===== config.mk =====
export PLATFORM = sky130hd
export DESIGN_NAME = category_priority_queue_flat
export DESIGN_NICKNAME = d
export VERILOG_FILES = /design/src/cpq_pkg.sv /design/src/cpq_req_if.sv /design/src/cpq_rsp_if.sv /design/src/cpq_ram.sv /design/src/category_priority_queue.sv /design/src/flat_wrapper.sv
export SDC_FILE = /design/constraint.sdc
export NUM_CORES = 1
export LEC_CHECK = 0
export BUFFER_PORTS_ARGS = -buffer_cell sky130_fd_sc_hd__buf_2
export CAP_MARGIN = 15
export CORE_ASPECT_RATIO = 1.1
export CORE_MARGIN = 3
export CORE_UTILIZATION = 57
export CTS_BUF_LIST = sky130_fd_sc_hd__clkbuf_2 sky130_fd_sc_hd__clkbuf_4 sky130_fd_sc_hd__clkbuf_8
export DETAILED_ROUTE_END_ITERATION = 10
export MAX_ROUTING_LAYER = met4
export PLACE_DENSITY = 0.78
export SETUP_SLACK_MARGIN = 0.05
export SKIP_LAST_GASP = 1
export SLEW_MARGIN = 20
export SYNTH_ARGS = -nofsm -noshare
export SYNTH_HDL_FRONTEND = slang
export SYNTH_SLANG_ARGS = --single-unit

===== constraint.sdc =====
create_clock -name clock -period 4.3 [get_ports clock]
set_input_delay 0.86 -clock clock [delete_from_list [all_inputs] [get_ports clock]]
set_output_delay 0.86 -clock clock [all_outputs]
set_load 0.01 [all_outputs]

===== src/cpq_pkg.sv =====
// Package for the category priority queue: sizes, codes, reset values and
// the sequencer state type. Used by the channel interfaces, the RAM and the top.
package cpq_pkg;

   localparam int DEPTH_DEF     = 8;
   localparam int TAG_WIDTH_DEF = 16;
   localparam int PRIO_W        = 16;
   localparam int OUT_TAG_W     = 16;
   localparam int NUM_CAT       = 5;
   localparam int CAT_W         = 3;
   localparam int ACT_W         = 2;
   localparam int STAT_W        = 2;
   localparam int CSR_IDX_W     = 3;
   localparam int CSR_DATA_W    = 16;
   localparam int FILL_W_DEF    = $clog2(DEPTH_DEF + 1);

   localparam logic signed [PRIO_W-1:0] MIN_PRIO = 16'sh8000;

   localparam logic signed [PRIO_W-1:0] BASE_RESET [NUM_CAT] =
      '{16'sd50, 16'sd40, 16'sd30, 16'sd20, 16'sd10};

   typedef enum logic [ACT_W-1:0] {
      ACT_ENQ_CAT  = 2'd0,
      ACT_ENQ_PRIO = 2'd1,
      ACT_DEQ      = 2'd2,
      ACT_NOP      = 2'd3
   } action_type;

   typedef enum logic [STAT_W-1:0] {
      STAT_OK      = 2'd0,
      STAT_FULL    = 2'd1,
      STAT_EMPTY   = 2'd2,
      STAT_BAD_CAT = 2'd3
   } status_type;

   typedef enum logic [2:0] {
      S_IDLE,
      S_EXEC,
      S_INS_START,
      S_INS_WALK,
      S_DEQ_HEAD,
      S_DEQ_WALK,
      S_HEAD_RD,
      S_HEAD
   } state_type;

endpackage


===== src/cpq_req_if.sv =====
// Request channel of the category priority queue: valid, ready and one word.
// Depends on cpq_pkg for field widths.
interface cpq_req_if;
   logic                                     valid;
   logic                                     ready;
   logic [cpq_pkg::ACT_W-1:0]                action;
   logic [cpq_pkg::CAT_W-1:0]                category;
   logic signed [cpq_pkg::PRIO_W-1:0]        explicit_priority;
   logic [cpq_pkg::OUT_TAG_W-1:0]            payload_tag;

   modport source (output valid, output action, output category,
                   output explicit_priority, output payload_tag, input ready);
   modport sink   (input valid, input action, input category,
                   input explicit_priority, input payload_tag, output ready);
endinterface


===== src/cpq_rsp_if.sv =====
// Response channel of the category priority queue: valid, ready and one word.
// Depends on cpq_pkg for field widths; FILL_W follows the queue depth.
interface cpq_rsp_if #(parameter int FILL_W = cpq_pkg::FILL_W_DEF);
   logic                                     valid;
   logic                                     ready;
   logic [cpq_pkg::STAT_W-1:0]               status;
   logic [cpq_pkg::OUT_TAG_W-1:0]            removed_tag;
   logic signed [cpq_pkg::PRIO_W-1:0]        removed_priority;
   logic                                     head_valid;
   logic [cpq_pkg::OUT_TAG_W-1:0]            head_tag;
   logic signed [cpq_pkg::PRIO_W-1:0]        head_priority;
   logic [FILL_W-1:0]                        fill_count;

   modport source (output valid, output status, output removed_tag,
                   output removed_priority, output head_valid, output head_tag,
                   output head_priority, output fill_count, input ready);
   modport sink   (input valid, input status, input removed_tag,
                   input removed_priority, input head_valid, input head_tag,
                   input head_priority, input fill_count, output ready);
endinterface


===== src/cpq_ram.sv =====
// Generic single-write, single-read RAM with registered read data.
// Depends on cpq_pkg for default sizes.
module cpq_ram #(
   parameter int WIDTH = cpq_pkg::PRIO_W + cpq_pkg::TAG_WIDTH_DEF,
   parameter int DEPTH = cpq_pkg::DEPTH_DEF
) (
   input  logic                     clock,
   input  logic                     wr_en,
   input  logic [$clog2(DEPTH)-1:0] wr_addr,
   input  logic [WIDTH-1:0]         wr_data,
   input  logic [$clog2(DEPTH)-1:0] rd_addr,
   output logic [WIDTH-1:0]         rd_data_ff
);

   logic [WIDTH-1:0] mem_ff [DEPTH];

   always_ff @(posedge clock) begin
      if (wr_en) begin
         mem_ff[wr_addr] <= wr_data;
      end
      rd_data_ff <= mem_ff[rd_addr];
   end

endmodule


===== src/category_priority_queue.sv =====
// Category priority queue: a sorted queue of DEPTH entries held in one RAM.
// Entries are ordered by non-increasing priority, head at address 0.
// Requests arrive on req_ch and each gives exactly one word on rsp_ch.
// Action 0 enqueues with the running counter of the given category, which
// then decrements and saturates at the most negative value. Action 1
// enqueues with an explicit priority, action 2 removes the head.
// The response reports the status, the removed entry, the new head and fill.
// One sequencer steps through the RAM one entry per cycle. After acceptance an
// item passes the execute state, then the insert states (start, walk) or the
// dequeue states (head, walk) when an entry is stored or removed, and then the
// head read and head states, which load the response word.
// req_ch.ready is high only while the sequencer is idle, so the next request
// can be taken at the edge after the response word is loaded. A finished
// response waits in an output register, so the next request may be taken
// while the receiver stalls; the sequencer then holds its last step until
// that register is free.
// Reset is synchronous; it empties the queue, drops any pending response and
// loads each category counter with its default base value. No clearing pass
// is needed. A write on the csr_ port loads a category counter directly.
module category_priority_queue #(
   parameter int DEPTH     = cpq_pkg::DEPTH_DEF,
   parameter int TAG_WIDTH = cpq_pkg::TAG_WIDTH_DEF
) (
   input  logic                              clock,
   input  logic                              reset,
   cpq_req_if.sink                           req_ch,
   cpq_rsp_if.source                         rsp_ch,
   input  logic                              csr_write_enable,
   input  logic [cpq_pkg::CSR_IDX_W-1:0]     csr_index,
   input  logic [cpq_pkg::CSR_DATA_W-1:0]    csr_write_data
);

   localparam int IDX_W  = $clog2(DEPTH);
   localparam int CNT_W  = $clog2(DEPTH + 1);
   localparam int PRIO_W = cpq_pkg::PRIO_W;
   localparam int MEM_W  = PRIO_W + TAG_WIDTH;
   localparam int OUT_W  = cpq_pkg::OUT_TAG_W;
   localparam int EXT_W  = (TAG_WIDTH > OUT_W) ? TAG_WIDTH : OUT_W;

   cpq_pkg::state_type               state_ff, state_in;
   cpq_pkg::action_type              action_ff, action_in;
   logic [cpq_pkg::CAT_W-1:0]        cat_ff, cat_in;
   logic signed [PRIO_W-1:0]         eprio_ff, eprio_in;
   logic [TAG_WIDTH-1:0]             tag_ff, tag_in;
   logic signed [PRIO_W-1:0]         prio_ff, prio_in;
   logic [IDX_W-1:0]                 idx_ff, idx_in;
   logic [CNT_W-1:0]                 occ_ff, occ_in;
   cpq_pkg::status_type              status_ff, status_in;
   logic [TAG_WIDTH-1:0]             rtag_ff, rtag_in;
   logic signed [PRIO_W-1:0]         rprio_ff, rprio_in;
   logic signed [PRIO_W-1:0]         counter_ff [cpq_pkg::NUM_CAT];
   logic signed [PRIO_W-1:0]         counter_in [cpq_pkg::NUM_CAT];

   logic                             rsp_valid_ff, rsp_valid_in;
   cpq_pkg::status_type              rsp_status_ff, rsp_status_in;
   logic [OUT_W-1:0]                 rsp_rtag_ff, rsp_rtag_in;
   logic signed [PRIO_W-1:0]         rsp_rprio_ff, rsp_rprio_in;
   logic                             rsp_hvalid_ff, rsp_hvalid_in;
   logic [OUT_W-1:0]                 rsp_htag_ff, rsp_htag_in;
   logic signed [PRIO_W-1:0]         rsp_hprio_ff, rsp_hprio_in;
   logic [CNT_W-1:0]                 rsp_fill_ff, rsp_fill_in;

   logic                             wr_en;
   logic [IDX_W-1:0]                 wr_addr;
   logic [MEM_W-1:0]                 wr_data;
   logic [IDX_W-1:0]                 rd_addr;
   logic [MEM_W-1:0]                 rd_data;
   logic signed [PRIO_W-1:0]         rd_prio;
   logic [TAG_WIDTH-1:0]             rd_tag;
   logic [MEM_W-1:0]                 new_word;
   logic                             full;
   logic                             empty;
   logic                             shift_down;
   logic                             deq_more;
   logic                             rsp_load;
   logic [EXT_W-1:0]                 req_tag_ext;
   logic [EXT_W-1:0]                 rtag_ext;
   logic [EXT_W-1:0]                 htag_ext;

   cpq_ram #(
      .WIDTH (MEM_W),
      .DEPTH (DEPTH)
   ) u_entry_ram (
      .clock      (clock),
      .wr_en      (wr_en),
      .wr_addr    (wr_addr),
      .wr_data    (wr_data),
      .rd_addr    (rd_addr),
      .rd_data_ff (rd_data)
   );

   assign rd_prio     = rd_data[MEM_W-1 -: PRIO_W];
   assign rd_tag      = rd_data[TAG_WIDTH-1:0];
   assign new_word    = {prio_ff, tag_ff};
   assign full        = (occ_ff == CNT_W'(DEPTH));
   assign empty       = (occ_ff == '0);
   assign shift_down  = (rd_prio <= prio_ff);
   assign deq_more    = ((CNT_W+1)'(idx_ff) + (CNT_W+1)'(2)) < (CNT_W+1)'(occ_ff);
   assign rsp_load    = !rsp_valid_ff || rsp_ch.ready;
   assign req_tag_ext = EXT_W'(req_ch.payload_tag);
   assign rtag_ext    = EXT_W'(rtag_ff);
   assign htag_ext    = EXT_W'(rd_tag);

   assign req_ch.ready = (state_ff == cpq_pkg::S_IDLE);

   assign rsp_ch.valid            = rsp_valid_ff;
   assign rsp_ch.status           = rsp_status_ff;
   assign rsp_ch.removed_tag      = rsp_rtag_ff;
   assign rsp_ch.removed_priority = rsp_rprio_ff;
   assign rsp_ch.head_valid       = rsp_hvalid_ff;
   assign rsp_ch.head_tag         = rsp_htag_ff;
   assign rsp_ch.head_priority    = rsp_hprio_ff;
   assign rsp_ch.fill_count       = rsp_fill_ff;

   // Next state.
   always_comb begin
      state_in = state_ff;
      unique case (state_ff)
         cpq_pkg::S_IDLE: begin
            if (req_ch.valid) begin
               state_in = cpq_pkg::S_EXEC;
            end
         end
         cpq_pkg::S_EXEC: begin
            unique case (action_ff)
               cpq_pkg::ACT_ENQ_CAT: begin
                  if (cat_ff >= cpq_pkg::CAT_W'(cpq_pkg::NUM_CAT) || full) begin
                     state_in = cpq_pkg::S_HEAD_RD;
                  end else begin
                     state_in = cpq_pkg::S_INS_START;
                  end
               end
               cpq_pkg::ACT_ENQ_PRIO: begin
                  state_in = full ? cpq_pkg::S_HEAD_RD : cpq_pkg::S_INS_START;
               end
               cpq_pkg::ACT_DEQ: begin
                  state_in = empty ? cpq_pkg::S_HEAD_RD : cpq_pkg::S_DEQ_HEAD;
               end
               default: begin
                  state_in = cpq_pkg::S_HEAD_RD;
               end
            endcase
         end
         cpq_pkg::S_INS_START: begin
            state_in = (idx_ff == '0) ? cpq_pkg::S_HEAD_RD : cpq_pkg::S_INS_WALK;
         end
         cpq_pkg::S_INS_WALK: begin
            if (!shift_down) begin
               state_in = cpq_pkg::S_HEAD_RD;
            end else if (idx_ff == IDX_W'(1)) begin
               state_in = cpq_pkg::S_INS_START;
            end
         end
         cpq_pkg::S_DEQ_HEAD: begin
            if (occ_ff == CNT_W'(1)) begin
               state_in = cpq_pkg::S_HEAD_RD;
            end else begin
               state_in = cpq_pkg::S_DEQ_WALK;
            end
         end
         cpq_pkg::S_DEQ_WALK: begin
            if (!deq_more) begin
               state_in = cpq_pkg::S_HEAD_RD;
            end
         end
         cpq_pkg::S_HEAD_RD: begin
            state_in = cpq_pkg::S_HEAD;
         end
         cpq_pkg::S_HEAD: begin
            if (rsp_load) begin
               state_in = cpq_pkg::S_IDLE;
            end
         end
         default: begin
            state_in = cpq_pkg::S_IDLE;
         end
      endcase
   end

   // RAM control.
   always_comb begin
      rd_addr = '0;
      wr_en   = 1'b0;
      wr_addr = idx_ff;
      wr_data = new_word;
      unique case (state_ff)
         cpq_pkg::S_INS_START: begin
            if (idx_ff == '0) begin
               wr_en = 1'b1;
            end else begin
               rd_addr = idx_ff - IDX_W'(1);
            end
         end
         cpq_pkg::S_INS_WALK: begin
            wr_en = 1'b1;
            if (shift_down) begin
               wr_data = rd_data;
               rd_addr = idx_ff - IDX_W'(2);
            end
         end
         cpq_pkg::S_DEQ_HEAD: begin
            rd_addr = IDX_W'(1);
         end
         cpq_pkg::S_DEQ_WALK: begin
            wr_en   = 1'b1;
            wr_data = rd_data;
            rd_addr = idx_ff + IDX_W'(2);
         end
         default: begin
            rd_addr = '0;
         end
      endcase
   end

   // Datapath next values.
   always_comb begin
      action_in     = action_ff;
      cat_in        = cat_ff;
      eprio_in      = eprio_ff;
      tag_in        = tag_ff;
      prio_in       = prio_ff;
      idx_in        = idx_ff;
      occ_in        = occ_ff;
      status_in     = status_ff;
      rtag_in       = rtag_ff;
      rprio_in      = rprio_ff;
      counter_in    = counter_ff;
      rsp_status_in = rsp_status_ff;
      rsp_rtag_in   = rsp_rtag_ff;
      rsp_rprio_in  = rsp_rprio_ff;
      rsp_hvalid_in = rsp_hvalid_ff;
      rsp_htag_in   = rsp_htag_ff;
      rsp_hprio_in  = rsp_hprio_ff;
      rsp_fill_in   = rsp_fill_ff;
      rsp_valid_in  = rsp_valid_ff && !rsp_ch.ready;

      unique case (state_ff)
         cpq_pkg::S_IDLE: begin
            if (req_ch.valid) begin
               action_in = cpq_pkg::action_type'(req_ch.action);
               cat_in    = req_ch.category;
               eprio_in  = req_ch.explicit_priority;
               tag_in    = req_tag_ext[TAG_WIDTH-1:0];
               status_in = cpq_pkg::STAT_OK;
               rtag_in   = '0;
               rprio_in  = '0;
            end
         end
         cpq_pkg::S_EXEC: begin
            idx_in = occ_ff[IDX_W-1:0];
            unique case (action_ff)
               cpq_pkg::ACT_ENQ_CAT: begin
                  if (cat_ff < cpq_pkg::CAT_W'(cpq_pkg::NUM_CAT)) begin
                     prio_in = counter_ff[cat_ff];
                     if (counter_ff[cat_ff] != cpq_pkg::MIN_PRIO) begin
                        counter_in[cat_ff] = counter_ff[cat_ff] - PRIO_W'(1);
                     end
                     if (full) begin
                        status_in = cpq_pkg::STAT_FULL;
                     end
                  end else begin
                     status_in = cpq_pkg::STAT_BAD_CAT;
                  end
               end
               cpq_pkg::ACT_ENQ_PRIO: begin
                  prio_in = eprio_ff;
                  if (full) begin
                     status_in = cpq_pkg::STAT_FULL;
                  end
               end
               cpq_pkg::ACT_DEQ: begin
                  if (empty) begin
                     status_in = cpq_pkg::STAT_EMPTY;
                  end
               end
               default: begin
                  status_in = cpq_pkg::STAT_OK;
               end
            endcase
         end
         cpq_pkg::S_INS_START: begin
            if (idx_ff == '0) begin
               occ_in = occ_ff + CNT_W'(1);
            end
         end
         cpq_pkg::S_INS_WALK: begin
            if (shift_down) begin
               idx_in = idx_ff - IDX_W'(1);
            end else begin
               occ_in = occ_ff + CNT_W'(1);
            end
         end
         cpq_pkg::S_DEQ_HEAD: begin
            rtag_in  = rd_tag;
            rprio_in = rd_prio;
            idx_in   = '0;
            if (occ_ff == CNT_W'(1)) begin
               occ_in = '0;
            end
         end
         cpq_pkg::S_DEQ_WALK: begin
            if (deq_more) begin
               idx_in = idx_ff + IDX_W'(1);
            end else begin
               occ_in = occ_ff - CNT_W'(1);
            end
         end
         cpq_pkg::S_HEAD: begin
            if (rsp_load) begin
               rsp_valid_in  = 1'b1;
               rsp_status_in = status_ff;
               rsp_rtag_in   = rtag_ext[OUT_W-1:0];
               rsp_rprio_in  = rprio_ff;
               rsp_hvalid_in = !empty;
               rsp_htag_in   = empty ? '0 : htag_ext[OUT_W-1:0];
               rsp_hprio_in  = empty ? '0 : rd_prio;
               rsp_fill_in   = occ_ff;
            end
         end
         default: begin
            idx_in = idx_ff;
         end
      endcase

      if (csr_write_enable && csr_index < cpq_pkg::CSR_IDX_W'(cpq_pkg::NUM_CAT)) begin
         counter_in[csr_index] = csr_write_data;
      end
   end

   always_ff @(posedge clock) begin
      if (reset) begin
         state_ff     <= cpq_pkg::S_IDLE;
         occ_ff       <= '0;
         rsp_valid_ff <= 1'b0;
         counter_ff   <= cpq_pkg::BASE_RESET;
      end else begin
         state_ff     <= state_in;
         occ_ff       <= occ_in;
         rsp_valid_ff <= rsp_valid_in;
         counter_ff   <= counter_in;
      end
   end

   always_ff @(posedge clock) begin
      action_ff     <= action_in;
      cat_ff        <= cat_in;
      eprio_ff      <= eprio_in;
      tag_ff        <= tag_in;
      prio_ff       <= prio_in;
      idx_ff        <= idx_in;
      status_ff     <= status_in;
      rtag_ff       <= rtag_in;
      rprio_ff      <= rprio_in;
      rsp_status_ff <= rsp_status_in;
      rsp_rtag_ff   <= rsp_rtag_in;
      rsp_rprio_ff  <= rsp_rprio_in;
      rsp_hvalid_ff <= rsp_hvalid_in;
      rsp_htag_ff   <= rsp_htag_in;
      rsp_hprio_ff  <= rsp_hprio_in;
      rsp_fill_ff   <= rsp_fill_in;
   end

`ifndef SYNTH
   a_occ_bound: assert property (@(posedge clock) disable iff (reset)
      occ_ff <= CNT_W'(DEPTH))
      else $error("queue occupancy exceeds depth");

   a_busy_after_accept: assert property (@(posedge clock) disable iff (reset)
      req_ch.valid && req_ch.ready |=> !req_ch.ready)
      else $error("request taken while an item is in progress");

   a_head_matches_fill: assert property (@(posedge clock) disable iff (reset)
      rsp_valid_ff |-> (rsp_hvalid_ff == (rsp_fill_ff != '0)))
      else $error("head valid disagrees with fill count");

   a_write_in_range: assert property (@(posedge clock) disable iff (reset)
      wr_en |-> (CNT_W'(wr_addr) < CNT_W'(DEPTH)))
      else $error("RAM write beyond queue depth");
`endif

endmodule

===== src/flat_wrapper.sv =====
// flat-port wrapper written by rule: the top's interface ports become plain ports
module category_priority_queue_flat 
#(
   parameter int DEPTH     = cpq_pkg::DEPTH_DEF,
   parameter int TAG_WIDTH = cpq_pkg::TAG_WIDTH_DEF
)
  (clock, reset, csr_write_enable, csr_index, csr_write_data, req_ch_valid, req_ch_action, req_ch_category, req_ch_explicit_priority, req_ch_payload_tag, req_ch_ready, rsp_ch_valid, rsp_ch_status, rsp_ch_removed_tag, rsp_ch_removed_priority, rsp_ch_head_valid, rsp_ch_head_tag, rsp_ch_head_priority, rsp_ch_fill_count, rsp_ch_ready);
  cpq_req_if req_ch_i ();
  cpq_rsp_if rsp_ch_i ();
  input  logic clock;
  input  logic reset;
  input  logic csr_write_enable;
  input  logic [cpq_pkg::CSR_IDX_W-1:0] csr_index;
  input  logic [cpq_pkg::CSR_DATA_W-1:0] csr_write_data;
  input wire logic [$bits(req_ch_i.valid)-1:0] req_ch_valid;
  input wire logic [$bits(req_ch_i.action)-1:0] req_ch_action;
  input wire logic [$bits(req_ch_i.category)-1:0] req_ch_category;
  input wire logic [$bits(req_ch_i.explicit_priority)-1:0] req_ch_explicit_priority;
  input wire logic [$bits(req_ch_i.payload_tag)-1:0] req_ch_payload_tag;
  output wire logic [$bits(req_ch_i.ready)-1:0] req_ch_ready;
  output wire logic [$bits(rsp_ch_i.valid)-1:0] rsp_ch_valid;
  output wire logic [$bits(rsp_ch_i.status)-1:0] rsp_ch_status;
  output wire logic [$bits(rsp_ch_i.removed_tag)-1:0] rsp_ch_removed_tag;
  output wire logic [$bits(rsp_ch_i.removed_priority)-1:0] rsp_ch_removed_priority;
  output wire logic [$bits(rsp_ch_i.head_valid)-1:0] rsp_ch_head_valid;
  output wire logic [$bits(rsp_ch_i.head_tag)-1:0] rsp_ch_head_tag;
  output wire logic [$bits(rsp_ch_i.head_priority)-1:0] rsp_ch_head_priority;
  output wire logic [$bits(rsp_ch_i.fill_count)-1:0] rsp_ch_fill_count;
  input wire logic [$bits(rsp_ch_i.ready)-1:0] rsp_ch_ready;
  assign req_ch_i.valid = req_ch_valid;
  assign req_ch_i.action = req_ch_action;
  assign req_ch_i.category = req_ch_category;
  assign req_ch_i.explicit_priority = req_ch_explicit_priority;
  assign req_ch_i.payload_tag = req_ch_payload_tag;
  assign req_ch_ready = req_ch_i.ready;
  assign rsp_ch_valid = rsp_ch_i.valid;
  assign rsp_ch_status = rsp_ch_i.status;
  assign rsp_ch_removed_tag = rsp_ch_i.removed_tag;
  assign rsp_ch_removed_priority = rsp_ch_i.removed_priority;
  assign rsp_ch_head_valid = rsp_ch_i.head_valid;
  assign rsp_ch_head_tag = rsp_ch_i.head_tag;
  assign rsp_ch_head_priority = rsp_ch_i.head_priority;
  assign rsp_ch_fill_count = rsp_ch_i.fill_count;
  assign rsp_ch_i.ready = rsp_ch_ready;
  category_priority_queue #(.DEPTH(DEPTH), .TAG_WIDTH(TAG_WIDTH)) u_core (.clock(clock), .reset(reset), .req_ch(req_ch_i), .rsp_ch(rsp_ch_i), .csr_write_enable(csr_write_enable), .csr_index(csr_index), .csr_write_data(csr_write_data));
endmodule

==> results.txt, run 1 <==
Leakage = 9.79 nW
Critical path class = reg2reg
DRC viols = 0
RSZ-0062 raised after global routing = no
Startpoint class of the critical path = register
Buf/Inv on CP = 2
First-pass GRT wire length = 88,000 um
Clock-pin slew on the worst setup and hold paths = 0.07 ns
Post-synth cell types = 70
Maximum vdd drop = 493 uV
Number of top-level pins = 134
CTS sink count = 537
Finished Layout Cells = 2,471
Initial Util = 58.4%
Post-DP Area = 24,300 um2
MaxCap Viol Count = 0
Combinational Power Share = 29.8%
Sequential area share after synthesis = 64.6%
Clk pwr share = 26.9%
Worst reg-to-reg path cell count = 11
Hold_ws = 0.360 ns
CTS tree = yes
DR vias = 15,626
Clock Path Buffers = 3
Area grow syn2layout = 13.0%
GRT Overall Usage = 27.2%
Relative max-transition margin = 30.4%
Slew @ Worst Pin = 1.04 ns
H-tree levels = 3
Pwr per Cell Area = 643 nW/um2
Critical path endpoint category = register
Switching power = 5.89 mW
DRT Pass-1 Iters = 5
Detail Route Antenna Nets = 0
DP Cell Count = 2,310
WHS Path Cells = 1
Die area = 43,000 um2
CTS buffer count = 86
Final Critical Period = 4.03 ns
Final Max Tran Viols = 0
CP cell instances = inv_1 > ha_1 > nand4_1 > nor3_1 > a2111oi_1 > and3_1 > nor3_2 > a211oi_4 > nor2_2 > buf_12 > a2111oi_0
Period Utilization, post-route = 93.7%
Sequential power share = 43.3%
Chip width = 198 um
Arrival time at the worst endpoint = 4.53 ns
Post-Syn Nets = 1,842
PortBufs = 133
Post-synth ARST share = 0%
Fin nets = 1,986
Avg WL per Cell = 23.0 um
Number of global-route vias before repair = 15,221
Setup tns final = 0 ns
Worst path depth = 11
Sw frac = 35.1%
Worst Path Max Fanout = 24
Slowest CP cell = a211oi_4
Final Hold Viols = 0
Syn Inst Count = 1,747
Resize count post-CTS = 0
Mapped Area = 23,100 um2
Postcts setup bufs = 0
First DRT Iteration DRCs = 1,792
Largest delay share family, worst path = compound AO/OA/AOI/OAI gates
HPWL after DPL = 34,700 um
Avg Cell Area, Syn = 13.2 um2
Post-CTS Hold Buffers = 0
Global route total overflow = 0
Endpoints failing setup = 0
Status = finished clean
Slowest stage delay, CP = 0.71 ns
Initial antenna violation count = 1
Commonest non-fill, non-tap cell in the layout = edfxtp_1
Final non-filler cell area = 26,100 um2
Synth Flop Type = edfxtp_1
Final Util = 66.0%
Routability-driven placement congestion ratio = 0.931
EDFF count, synth = 417
Share of cells above drive strength 1 = 21.0%
Layout Skew = 0.0288 ns
Synth warn = 0
Clk root buf = clkbuf_8
Peak Freq = 248 MHz
Largest net degree at the start of global routing = 97
Class of the worst hold path = in2reg
Worst-Skew Late Latency = 0.67 ns
Yosys reg bits = 537
Core area = 39,600 um2
Worst setup margin = 0.269 ns
Vias/cell = 6.32
Final WL = 57,000 um
Most frequent cells in the layout = edfxtp_1 (417), nor2_1 (214), buf_2 (133)
Internal = 10.9 mW
Tot Pwr = 16.8 mW
Placement row count = 76
Pre-CTS setup slack = 0.389 ns
Die Y-Extent = 217 um
CP Data Required Time = 4.80 ns
[Yosys cell counts (all sizes together) (2+ instances only)]
cell type	number	area share [%]
clkbuf	102	2.0
o21ai	23	0.60
nand2b	5	0.14
a211o	2	0.076
a21oi	49	1.1
buf	28	0.90
a21o	10	0.33
nand3	108	2.3
inv	32	0.52
a2111oi	130	4.9
nor2	217	3.5
mux4	12	1.2
and3	5	0.14
mux2i	114	4.9
ha	34	1.8
a22o	2	0.076
xor2	10	0.44
nor3b	3	0.15
and2	78	2.1
a22oi	14	0.45
nor4b	2	0.10
xnor2	6	0.23
o22ai	4	0.11
nand2	31	0.50
nor3	19	0.43
dfxtp	120	10
mux2	35	1.7
a32o	2	0.087
edfxtp	417	54
nor2b	7	0.19
nand4	6	0.23
or2	12	0.32
nor4	11	0.30
nand3b	3	0.097
a31oi	3	0.081
o211ai	3	0.16
a211oi	72	2.4
or3	4	0.13
[state kept, by name, summed over array words and instances (netlist names), 2 cells and up]
signal                          flops
u_core.action_ff                    2
u_core.cat_ff                       3
u_core.counter_ff                  80
u_core.eprio_ff                    16
u_core.idx_ff                       3
u_core.occ_ff                       4
u_core.prio_ff                     16
u_core.rprio_ff                    16
u_core.rsp_ch.fill_count            4
u_core.rsp_ch.head_priority        16
u_core.rsp_ch.head_tag             16
u_core.rsp_ch.removed_priority     16
u_core.rsp_ch.removed_tag          16
u_core.rsp_ch.status                2
u_core.rtag_ext                    16
u_core.state_ff                     3
u_core.status_ff                    2
u_core.tag_ff                      16
u_core.u_entry_ram.mem_ff         256
u_core.u_entry_ram.rd_data_ff      32
[path summary, 6_finish.rpt]
path | startpoint | end | slack (ns)
min reg2reg | u_core.rprio_ff[2] | u_core.rsp_ch.removed_priority[2] | 0.41
max | u_core.prio_ff[14] | u_core.u_entry_ram.rd_data_ff[25] | 0.27
min | req_ch_payload_tag[0] | u_core.tag_ff[0] | 0.36
max reg2reg | u_core.prio_ff[14] | u_core.u_entry_ram.rd_data_ff[25] | 0.27
[routing by layer]
layer / global-route usage (%) / share of wire, %
met1: 36.4 / 40
met3: 5.11 / 9.3
met5: - / 0
met2: 41.9 / 48
met4: 10.5 / 3.0
[worst reg2reg max path, cell delays in order (launching register included)]
cell and delay (ns):
edfxtp_1 0.39, inv_1 0.07, ha_1 0.23, nand4_1 0.20, nor3_1 0.09, a2111oi_1 0.67
and3_1 0.28, nor3_2 0.11, a211oi_4 0.71, nor2_2 0.28, buf_12 0.26, a2111oi_0 0.55
[kinds of logic after synthesis]
kind of cell	count (synthesis)	synth area share, %
AO/OA/AOI/OAI	321	10.7
XOR/XNOR	16	0.671
adder cells (fa/ha/maj)	34	1.84
buffers and inverters	163	3.44
flip-flops	537	64.6
multiplexers	161	7.88
AND/OR/NAND/NOR	515	10.9
[final cells by class]
type / instances / area [um2]
Sequential cell: 537 / 14900
Fill cell: 2729 / 13400
Multi-Input combinational cell: 1047 / 7490
Clock buffer: 124 / 1520
Timing Repair Buffer: 187 / 1130
Tap cell: 507 / 634
Clock inverter: 36 / 289
Inverter: 32 / 120
Antenna cell: 1 / 2.50
[power by group through the flow]
| stage | registers, mW | logic, mW | clock network [mW] |
|---|---|---|---|
| final | 7.27 | 5.00 | 4.52 |
| after global routing | 7.34 | 5.44 | 4.83 |
| after CTS | 7.27 | 4.91 | 4.57 |
| after detailed placement | 7.37 | 4.88 | 0 |
| after global placement | 7.34 | 4.76 | 0 |
| after floorplan | 7.12 | 3.43 | 0 |
No activity file was read; power rests on OpenSTA's default activity.
==> inputs of run 2 (changes only) <==
--- a/config.mk
+++ b/config.mk
@@ -7,7 +7,6 @@
 export LEC_CHECK = 0
 export BUFFER_PORTS_ARGS = -buffer_cell sky130_fd_sc_hd__buf_2
 export CAP_MARGIN = 15
-export CORE_ASPECT_RATIO = 1.1
 export CORE_MARGIN = 3
 export CORE_UTILIZATION = 57
 export CTS_BUF_LIST = sky130_fd_sc_hd__clkbuf_2 sky130_fd_sc_hd__clkbuf_4 sky130_fd_sc_hd__clkbuf_8
==> results.txt, run 2 (synthesized netlist as in run 1, its figures left out) <==
CTS sink count = 537 (unchanged)
Final Util = 65.4% (was 66.0%)
GRT Overall Usage = 26.9% (was 27.2%)
RSZ-0062 raised after global routing = no (unchanged)
DR vias = 15,729 (was 15,626)
Initial Util = 57.9% (was 58.4%)
Peak Freq = 249 MHz (was 248 MHz)
Critical path class = reg2reg (unchanged)
Setup tns final = 0 ns (unchanged)
Clock-pin slew on the worst setup and hold paths = 0.06 ns (was 0.07 ns)
First DRT Iteration DRCs = 1,744 (was 1,792)
Largest net degree at the start of global routing = 97 (unchanged)
Hold Path End = u_core.tag_ff[7] (was u_core.tag_ff[0])
Status = finished clean (unchanged)
Final Max Tran Viols = 0 (unchanged)
WHS Path Cells = 1 (unchanged)
Pre-CTS setup slack = 0.376 ns (was 0.389 ns)
Leakage = 9.77 nW (was 9.79 nW)
First-pass GRT wire length = 89,000 um (was 88,000 um)
Tot Pwr = 16.7 mW (was 16.8 mW)
Pwr per Cell Area = 639 nW/um2 (was 643 nW/um2)
Routability-driven placement congestion ratio = 0.867 (was 0.931)
Sw frac = 35.2% (was 35.1%)
Capturing point of the worst reg2reg path = u_core.u_entry_ram.rd_data_ff[8] (was u_core.u_entry_ram.rd_data_ff[25])
Worst r2r src = u_core.prio_ff[13] (was u_core.prio_ff[14])
Worst Path Max Fanout = 23 (was 24)
Layout Skew = 0.0204 ns (was 0.0288 ns)
Fin nets = 1,984 (was 1,986)
Die Y-Extent = 207 um (was 217 um)
PortBufs = 133 (unchanged)
Chip width = 207 um (was 198 um)
R2r setup slk = 0.28 ns (was 0.27 ns)
Initial antenna violation count = 1 (unchanged)
# fillers = 2,727 (was 2,729)
Startpoint class of the critical path = register (unchanged)
Worst reg-to-reg path cell count = 11 (unchanged)
DRT Pass-1 Iters = 6 (was 5)
Core area = 39,900 um2 (was 39,600 um2)
Die area = 43,000 um2 (about the same)
Relative max-transition margin = 42.2% (was 30.4%)
Post-CTS Hold Buffers = 0 (unchanged)
Number of top-level pins = 134 (unchanged)
Commonest non-fill, non-tap cell in the layout = edfxtp_1 (unchanged)
Period Utilization, post-route = 93.6% (was 93.7%)
Number of global-route vias before repair = 15,662 (was 15,221)
Area grow syn2layout = 13.0% (about the same)
Hold_sp = req_ch_payload_tag[7] (was req_ch_payload_tag[0])
Worst setup margin = 0.277 ns (was 0.269 ns)
Largest reg by FF count = u_core.u_entry_ram.mem_ff (unchanged)
Most frequent cells in the layout = edfxtp_1 (417), nor2_1 (214), buf_2 (133) (unchanged)
Share of cells above drive strength 1 = 20.9% (was 21.0%)
Worst-Skew Late Latency = 0.66 ns (was 0.67 ns)
Switching power = 5.87 mW (was 5.89 mW)
HPWL after DPL = 34,300 um (was 34,700 um)
Max reg flops = 256 (unchanged)
MaxCap Viol Count = 0 (unchanged)
DRC viols = 0 (unchanged)
Endpoints failing setup = 0 (unchanged)
Postcts setup bufs = 0 (unchanged)
Arrival time at the worst endpoint = 4.52 ns (was 4.53 ns)
Clock Path Buffers = 3 (unchanged)
Final WL = 57,500 um (was 57,000 um)
CTS buffer count = 85 (was 86)
Regs by FF count = u_core.u_entry_ram.mem_ff: 256 flops, u_core.counter_ff: 80 flops, u_core.u_entry_ram.rd_data_ff: 32 flops (unchanged)
Sequential power share = 44.2% (was 43.3%)
Detail Route Antenna Nets = 0 (unchanged)
Internal = 10.8 mW (was 10.9 mW)
Vias/cell = 6.33 (was 6.32)
CP Data Required Time = 4.79 ns (was 4.80 ns)
Critical path endpoint category = register (unchanged)
Maximum vdd drop = 597 uV (was 493 uV)
Class of the worst hold path = in2reg (unchanged)
Slew @ Worst Pin = 0.868 ns (was 1.04 ns)
CTS tree = yes (unchanged)
Combinational Power Share = 29.9% (was 29.8%)
Final Critical Period = 4.02 ns (was 4.03 ns)
Clk pwr share = 25.9% (was 26.9%)
Clk root buf = clkbuf_8 (unchanged)
Final Hold Viols = 0 (unchanged)
Placement row count = 73 (was 76)
Global route total overflow = 0 (unchanged)
H-tree levels = 3 (unchanged)
Avg WL per Cell = 23.1 um (was 23.0 um)
[run 2: power by group through the flow]
stage                     clock network, mW  logic (mW)  registers [mW]
final                                  4.32        4.99            7.37
after global routing                   4.62        5.40            7.43
after floorplan                           0        3.43            7.12
after global placement                    0        4.68            7.42
after detailed placement                  0        4.86            7.45
after CTS                              4.37        4.90            7.35
[run 2: final cells by class]
| type | instances | area (um2) | share of cell area [%] |
|---|---|---|---|
| well taps | 525 | 657 | 2.52 |
| clock buffers | 133 | 1590 | 6.08 |
| inverters | 32 | 120 | 0.460 |
| diodes | 2 | 5.00 | 0.0192 |
| flip-flops and latches | 537 | 14900 | 57.2 |
| clock inverters | 24 | 136 | 0.522 |
| multi-input cells | 1047 | 7490 | 28.7 |
| repair buffers | 186 | 1190 | 4.55 |
[run 2: worst max path at each step]
stage	endpoint	cells after the start	start
2_1_floorplan	u_core.rsp_ch.fill_count[0]	5	u_core.state_ff[0]
3_3_place_gp	u_core.u_entry_ram.rd_data_ff[21]	11	u_core.prio_ff[13]
3_5_place_dp	u_core.u_entry_ram.rd_data_ff[21]	10	u_core.u_entry_ram.rd_data_ff[31]
4_1_cts	u_core.u_entry_ram.rd_data_ff[21]	10	u_core.u_entry_ram.rd_data_ff[31]
5_1_grt	u_core.u_entry_ram.rd_data_ff[22]	11	u_core.prio_ff[13]
6_report	u_core.u_entry_ram.rd_data_ff[8]	11	u_core.prio_ff[13]
[run 2: repair_timing]
item	in CTS	in global routing
setup endpoints to repair	0	2
resized for setup	0	1
endpoints found under the hold margin	0	0
[run 2: stage by stage]
step / instance area (um2) / hold WS [ns] / instances
global route: 26100 / 0.350 / 2486
global placement: 24400 / 0.402 / 2327
finish: 26100 / 0.383 / 2486
floorplan: 23100 / 0.400 / 1747
CTS: 26100 / 0.344 / 2484
detailed placement: 24400 / 0.405 / 2327
[run 2: layer usage]
layer,wire [um],GRT usage (%),up-vias
met5,0,-,-
met4,1640,10.2,0
met3,5700,6.20,151
met2,26900,40.9,925
met1,23200,35.8,7634
li1,-,-,7019
[run 2: critical path, cell delays in order (launching register included)]
cell and delay, ns:
edfxtp_1 0.39, inv_1 0.07, ha_1 0.30, nand4_1 0.20
or4_1 0.61, a21o_1 0.23, and3_1 0.20, nor3_2 0.51
a21oi_4 0.25, buf_4 0.32, a2111oi_0 0.59, a2111oi_0 0.18
